$ cat src/rtl/sddmm_pkg.sv
// shared types and constants for the sampled dense-dense matmul block
// request codes, configuration register indexes, controller/datapath structs
// no dependencies
package sddmm_pkg;

  localparam int CFG_IDX_W  = 1;
  localparam int CFG_DATA_W = 7;
  localparam int VAL_W      = 16;
  localparam int IDX_W      = 6;
  localparam int IP_W       = 24;
  localparam int RES_W      = 32;

  localparam logic [CFG_IDX_W-1:0] CFG_INNER_LEN = 1'd0;
  localparam logic [CFG_IDX_W-1:0] CFG_ZERO_FILT = 1'd1;

  localparam logic [CFG_DATA_W-1:0] INNER_LEN_RST = 7'd64;

  localparam logic signed [IP_W-1:0]  IP_MAX  = 24'sh7fffff;
  localparam logic signed [IP_W-1:0]  IP_MIN  = 24'sh800000;
  localparam logic signed [RES_W-1:0] RES_MAX = 32'sh7fffffff;
  localparam logic signed [RES_W-1:0] RES_MIN = 32'sh80000000;

  typedef enum logic [1:0] {
    REQ_LOAD_X = 2'd0,
    REQ_LOAD_Y = 2'd1,
    REQ_ENTRY  = 2'd2
  } req_type_t;

  typedef struct packed {
    logic accept;
    logic start;
    logic step;
    logic sat_en;
    logic mul_en;
    logic fin_en;
    logic out_load;
  } sddmm_cmd_t;

  typedef struct packed {
    logic skip;
    logic last;
    logic busy;
    logic drop;
  } sddmm_sts_t;

endpackage

$ cat src/rtl/sddmm_ctrl.sv
// controller: sequences one sparse entry through the datapath
// owns the request handshake and the result valid flag
// depends on sddmm_pkg
module sddmm_ctrl (
  input  logic                    clk,
  input  logic                    rst_n,
  input  logic                    in_valid,
  input  logic [1:0]              in_req_type,
  output logic                    in_stall,
  output logic                    out_valid,
  input  logic                    out_stall,
  output sddmm_pkg::sddmm_cmd_t   cmd,
  input  sddmm_pkg::sddmm_sts_t   sts
);
  import sddmm_pkg::*;

  typedef enum logic [5:0] {
    ST_IDLE  = 6'b000001,
    ST_RUN   = 6'b000010,
    ST_DRAIN = 6'b000100,
    ST_MUL   = 6'b001000,
    ST_FIN   = 6'b010000,
    ST_EMIT  = 6'b100000
  } state_t;

  state_t state_r, state_nxt;
  logic   out_valid_r, out_valid_nxt;
  logic   accept;
  logic   slot_free;

  assign accept    = in_valid && (state_r == ST_IDLE);
  assign slot_free = !out_valid_r || !out_stall;

  always_comb begin
    state_nxt = state_r;
    cmd       = '0;
    cmd.accept = accept;
    case (state_r)
      ST_IDLE: begin
        if (accept && (in_req_type == REQ_ENTRY)) begin
          cmd.start = 1'b1;
          state_nxt = ST_RUN;
        end
      end
      ST_RUN: begin
        if (sts.skip) begin
          state_nxt = ST_DRAIN;
        end else begin
          cmd.step = 1'b1;
          if (sts.last) state_nxt = ST_DRAIN;
        end
      end
      ST_DRAIN: begin
        if (!sts.busy) begin
          cmd.sat_en = 1'b1;
          state_nxt  = ST_MUL;
        end
      end
      ST_MUL: begin
        cmd.mul_en = 1'b1;
        state_nxt  = ST_FIN;
      end
      ST_FIN: begin
        cmd.fin_en = 1'b1;
        state_nxt  = ST_EMIT;
      end
      ST_EMIT: begin
        if (sts.drop) begin
          state_nxt = ST_IDLE;
        end else if (slot_free) begin
          cmd.out_load = 1'b1;
          state_nxt    = ST_IDLE;
        end
      end
      default: state_nxt = ST_IDLE;
    endcase
  end

  assign out_valid_nxt = cmd.out_load ? 1'b1 : (out_valid_r && out_stall);

  always_ff @(posedge clk) begin
    if (!rst_n) begin
      state_r     <= ST_IDLE;
      out_valid_r <= 1'b0;
    end else begin
      state_r     <= state_nxt;
      out_valid_r <= out_valid_nxt;
    end
  end

  assign in_stall  = (state_r != ST_IDLE);
  assign out_valid = out_valid_r;

endmodule

$ cat config.mk
export PLATFORM = sky130hd
export DESIGN_NAME = sddmm_ctrl
export DESIGN_NICKNAME = d
export VERILOG_FILES = /design/src/rtl/sddmm_pkg.sv /design/src/rtl/sddmm_ctrl.sv
export SDC_FILE = /design/constraint.sdc
export NUM_CORES = 1
export LEC_CHECK = 0
export BUFFER_PORTS_ARGS = -buffer_cell sky130_fd_sc_hd__buf_2
export CORE_AREA = 2 2 39 41
export CTS_CLUSTER_DIAMETER = 120
export CTS_CLUSTER_SIZE = 10
export DETAILED_ROUTE_END_ITERATION = 10
export DIE_AREA = 0 0 41 43
export PLACE_DENSITY = 0.59
export SLEW_MARGIN = 20
export SYNTH_ARGS = -nofsm -noshare
export SYNTH_HDL_FRONTEND = slang
export SYNTH_SLANG_ARGS = --single-unit
$ cat constraint.sdc
create_clock -name clk -period 1.5 [get_ports clk]
set_clock_uncertainty 0.1 [all_clocks]
set_input_delay 0.3 -clock clk [delete_from_list [all_inputs] [get_ports clk]]
set_output_delay 0.3 -clock clk [all_outputs]
set_load 0.02 [all_outputs]
# [Word level (Yosys, flattened, before mapping)]
# Cells that the tools add are included.
[totals] register_bits=7 elab_cells=40 input_bits=10 output_inout_bits=9
[classes] n_eq_ne=12 n_reduce_logical=7 mux=19
[op_table] op="$mux 6" count=6
[op_table] op="$pmux 6 s6" count=1
[op_table] op="$mux 1" count=12
[op_table] op="$eq 6x1->1 const B" count=1
[op_table] op="$eq 6x2->1 const B" count=1
[op_table] op="$eq 6x3->1 const B" count=1
[op_table] op="$eq 6x4->1 const B" count=1
[op_table] op="$eq 6x5->1 const B" count=1
[op_table] op="$eq 6x6->1 const B" count=1
[op_table] op="$ne 3x3->1 const B" count=2
[op_table] op="$ne 6x1->1 const B" count=1
[op_table] op="$reduce_and 4->1" count=1
[op_table] op="$logic_and 1x1->1" count=3
[op_table] op="$eq 2x2->1 const B" count=1
[op_table] op="$logic_not 1->1" count=2
[op_table] op="$ne 2x1->1 const B" count=1
[op_table] op="$ne 2x2->1 const B" count=1
[op_table] op="$logic_or 1x1->1" count=1

# [Depth between registers and ports, before layout]
[depth] word_depth=6 ltp_mapped=5 depth_no_buf=4

# [Least setup slack after synthesis]
# Ideal clock, no wire load.
[synth_path] path_type="reg-to-output" from="register state_r[1]" to="output port cmd[5] in the netlist's numbering" path_slack_ns=-0.213 path_buffers=1 t_arrival_ns=1.313 stages_incl_launch_ff=5 t_required_ns=1.100 path_cell_list="dfxtp_1 > buf_6 > nor3_2 > nand3_1 > nor2b_1"
[synth_rtl] item="from (decl)" line_no="sddmm_ctrl.sv:26" rtl="state_t state_r, state_nxt;"
[synth_rtl] item="from (signal assigned)" line_no="sddmm_ctrl.sv:86" rtl="state_r <= state_nxt;"
[synth_rtl] item="to (decl)" line_no="sddmm_ctrl.sv:12" rtl="output sddmm_pkg::sddmm_cmd_t cmd,"

==> metrics.md <==
| Metric | Value |
|---|---|
| Clock tree root buffer cell | `clkbuf_4` |
| Logic pwr share | `26.9%` |
| Peak supply drop | `approximately 0.46 mV` |
| Seq/Total Area, Yosys | `30.8%` |
| CP Class | `register to output pin` |
| Routed vias/inst | `5.13` |
| Routed Antenna Nets | `0` |
| Global-route wire length before repair | `between 2000 and 2500 µm` |
| Core Area | `1380 µm²` |
| Share of layout cells above drive strength 1 | `73.9%` |
| Clk_lat worst skew | `0.26 ns` |
| Antenna diode count | `0` |
| Mean post-synth cell area | `8.59 µm²` |
| Crit share post-route | `117%` |
| Cell Area, Synth | `roughly 460 µm²` |
| CP endpoint kind | `output pin` |
| Reg clk slew, reported paths | `0.06 ns` |
| Synth Warn # | `0` |
| Critical-path top delay cell | `dfxtp_4` |
| Failing checks | `setup timing` |
| Cells after Synth | `53` |
| Final min period | `about 1.8 ns` |
| Clock share of power | `around a third` |
| FILL cells | `110` |
| Vias | `around 550` |
| Internal cell power | `0.354 mW` |
| DRT iter0 DRCs | `2` |
| Top cell family by delay on the critical path | `simple AND/OR/NAND/NOR gates` |
| I/O pin total | `19` |
| CTS Buffer Depth | `2` |
| Die X | `41 µm` |
| Sequential fraction of design power | `about two fifths` |
| Layout area overhead | `92.0%` |
| GRT Total Usage | `19.4%` |
| WL final | `1420 µm` |
| Gr ovfl total | `0` |
| Final worst-path setup slack | `-0.256 ns` |
| First-pass detailed-route iteration total | `2` |
| I/O Buffers | `18` |
| Multi-input logic area | `392 µm²` |
| Netlist cell types | `28` |
| Fmax | `0.570 GHz` |
| Number of remaining DRC errors | `0` |
| Count of final hold-check violations | `0` |
| Die area | `1760 µm²` |
| Yosys reg bits | `7` |
| Vias in the first global route | `about 560` |
| Setup TNS | `-1.88 ns` |
| Inserted Clock Buffers | `3` |
| Starting Density | `32.9%` |
| Cells along the critical path | `nor3_4, and4bb_2, buf_6` |
| Syn Nets | `63` |
| Sw power | `0.157 mW` |
| Largest net degree at the start of global routing | `7` |
| Routed WL per cell | `between 10 and 15 µm` |
| RSZ-0062 raised after global routing | `true` |
| Sw Ratio | `a little under a third` |
| Total power | `0.512 mW` |
| WP data arrival | `1.36 ns` |
| Post-Place Worst Slack | `-0.0486 ns` |
| FP Rows | `14` |
| Sequential Area | `153 µm²` |
| CP Max Fanout | `4` |
| Die Ht | `43 µm` |
| CTS H-tree lvls | `1` |
| Least-Margin Pin Slew | `0.297 ns` |
| Max-slew violations | `0` |
| Final hold slack | `approximately 0.14 ns` |
| Max cap viols | `0` |
| Status | `finished with violations` |
| Crit-path max cell delay | `0.36 ns` |
| Static leakage | `0.410 nW` |
| Slew HR | `80.1%` |
| RePlAce Congestion | `0.785` |
| Placed cells | `99` |
| Worst path bufs/invs | `1` |
| Num Clock Sinks | `7` |
| P per Cell Area | `585 nW/µm²` |
| Initial antenna violation count | `0` |
| Finished Layout Cells | `108` |
| NumNets Final | `about 100` |
| Startpoint Class | `register` |
| CTS tree | `done` |
| Hold Crit Class | `input port to register` |
| CP required | `~1.1 ns` |
| DP HPWL | `1030 µm` |
| Setup-failing EPs final | `10` |
[layout make-up]
| class | count | share of cell area, % |
|---|---|---|
| multi-input cells | 41 | 44.8 |
| repair buffers | 37 | 31.0 |
| flip-flops and latches | 7 | 17.5 |
| clock buffers | 3 | 2.58 |
| well taps | 16 | 2.29 |
| inverters | 3 | 1.29 |
| clock inverters | 1 | 0.572 |
[cells in the final DEF, fill, tap and decap left out, types with 2 or more instances in the layout]
| cell | count |
|---|---|
| and2_1 | 2 |
| nor3_4 | 2 |
| dfxtp_2 | 4 |
| dfxtp_4 | 2 |
| nor2_1 | 4 |
| buf_6 | 5 |
| nor2_2 | 3 |
| nand3_2 | 2 |
| buf_4 | 22 |
| nor2_4 | 2 |
| o211a_1 | 3 |
| o211ai_1 | 2 |
| buf_2 | 10 |
| o21ai_0 | 2 |
| inv_2 | 2 |
| nor4b_4 | 2 |
| clkbuf_4 | 3 |
[stage by stage]
stage	utilization, %	cell area (µm²)
6_report	63.2	875
4_1_cts	60.2	833
3_3_place_gp	50.5	698
3_5_place_dp	50.5	698
5_1_grt	63.2	875
2_1_floorplan	-	502
[repair_timing]
action,CTS,global route
resized for setup,26,10
hold buffers,0,0
endpoints found under the setup margin,10,12
hold endpoints to repair,0,0
pin swaps,13,12
buffers inserted,5,1
[flip-flops by register name, summed over array words and instances, names as in the netlist]
| register | flops |
|---|---|
| out_valid | 1 |
| state_r | 6 |
[layer usage]
| layer | GRT usage (%) | part of all wire, % | vias up |
|---|---|---|---|
| met5 | 0 | 0 | - |
| met4 | 12.0 | 1.8 | 0 |
| met3 | 3.14 | 1.8 | 4 |
| met2 | 31.9 | 57 | 5 |
| met1 | 21.6 | 39 | 264 |
| li1 | - | - | 281 |
[Yosys cell counts]
library cell | instances | area share, %
nor3_1 | 2 | 2.2
buf_4 | 1 | 1.6
xor2_1 | 1 | 1.9
o21a_1 | 1 | 1.6
a32oi_1 | 1 | 1.9
and2_1 | 2 | 2.7
a32o_1 | 1 | 2.2
o21ai_1 | 1 | 1.1
inv_1 | 2 | 1.6
nor2b_1 | 1 | 1.4
buf_6 | 1 | 2.5
o211ai_1 | 2 | 3.3
a21boi_0 | 1 | 1.6
nor3b_1 | 1 | 1.6
o21bai_1 | 1 | 1.6
nor4b_2 | 2 | 6.6
or4_4 | 1 | 2.5
dfxtp_1 | 7 | 31
inv_2 | 1 | 0.82
nand3_1 | 3 | 3.3
nor2_1 | 9 | 7.4
a211oi_2 | 1 | 2.7
and4bb_2 | 1 | 2.7
o211a_1 | 3 | 6.6
nor3_2 | 1 | 2.2
nand4_1 | 1 | 1.4
nand2_1 | 2 | 1.6
o21ai_0 | 2 | 2.2
[power by group through the flow]
| stage | Combinational, mW | Sequential [mW] | Clock [mW] |
|---|---|---|---|
| 5_1_grt | 0.148 | 0.195 | 0.194 |
| 3_3_place_gp | 0.109 | 0.200 | 0 |
| 4_1_cts | 0.128 | 0.197 | 0.185 |
| 6_report | 0.138 | 0.195 | 0.179 |
| 3_5_place_dp | 0.112 | 0.200 | 0 |
| 2_1_floorplan | 0.0645 | 0.200 | 0 |
[cells by family (layout without fill, tap and decap cells)]
kind of cell,after synthesis,after routing,share of synthesized area (%)
compound gates,14,14,25.0
xor+xnor,1,1,1.92
flops,7,7,30.8
simple gates,26,26,35.7
buf+inv,5,44,6.59
[path summary, 6_finish.rpt]
kind	start	end	slack, ns	depth (start not counted)
min reg2reg	out_valid$_SDFF_PN0_	out_valid$_SDFF_PN0_	0.47	2
max reg2reg	state_r[1]$_SDFFE_PN0P_	state_r[1]$_SDFFE_PN0P_	-0.09	5
min	sts[1]	state_r[3]$_SDFFE_PN0P_	0.14	2
max	state_r[5]$_SDFFE_PN0P_	cmd[2]	-0.26	3
[worst reg2reg max path, cell delays in order, from the launching register on]
cell and delay [ns]:
dfxtp_4 0.37, nor4b_4 0.36, buf_4 0.18, a32oi_2 0.05, o211a_1 0.23, o211a_1 0.20
Power figures use the tool's default switching activity.
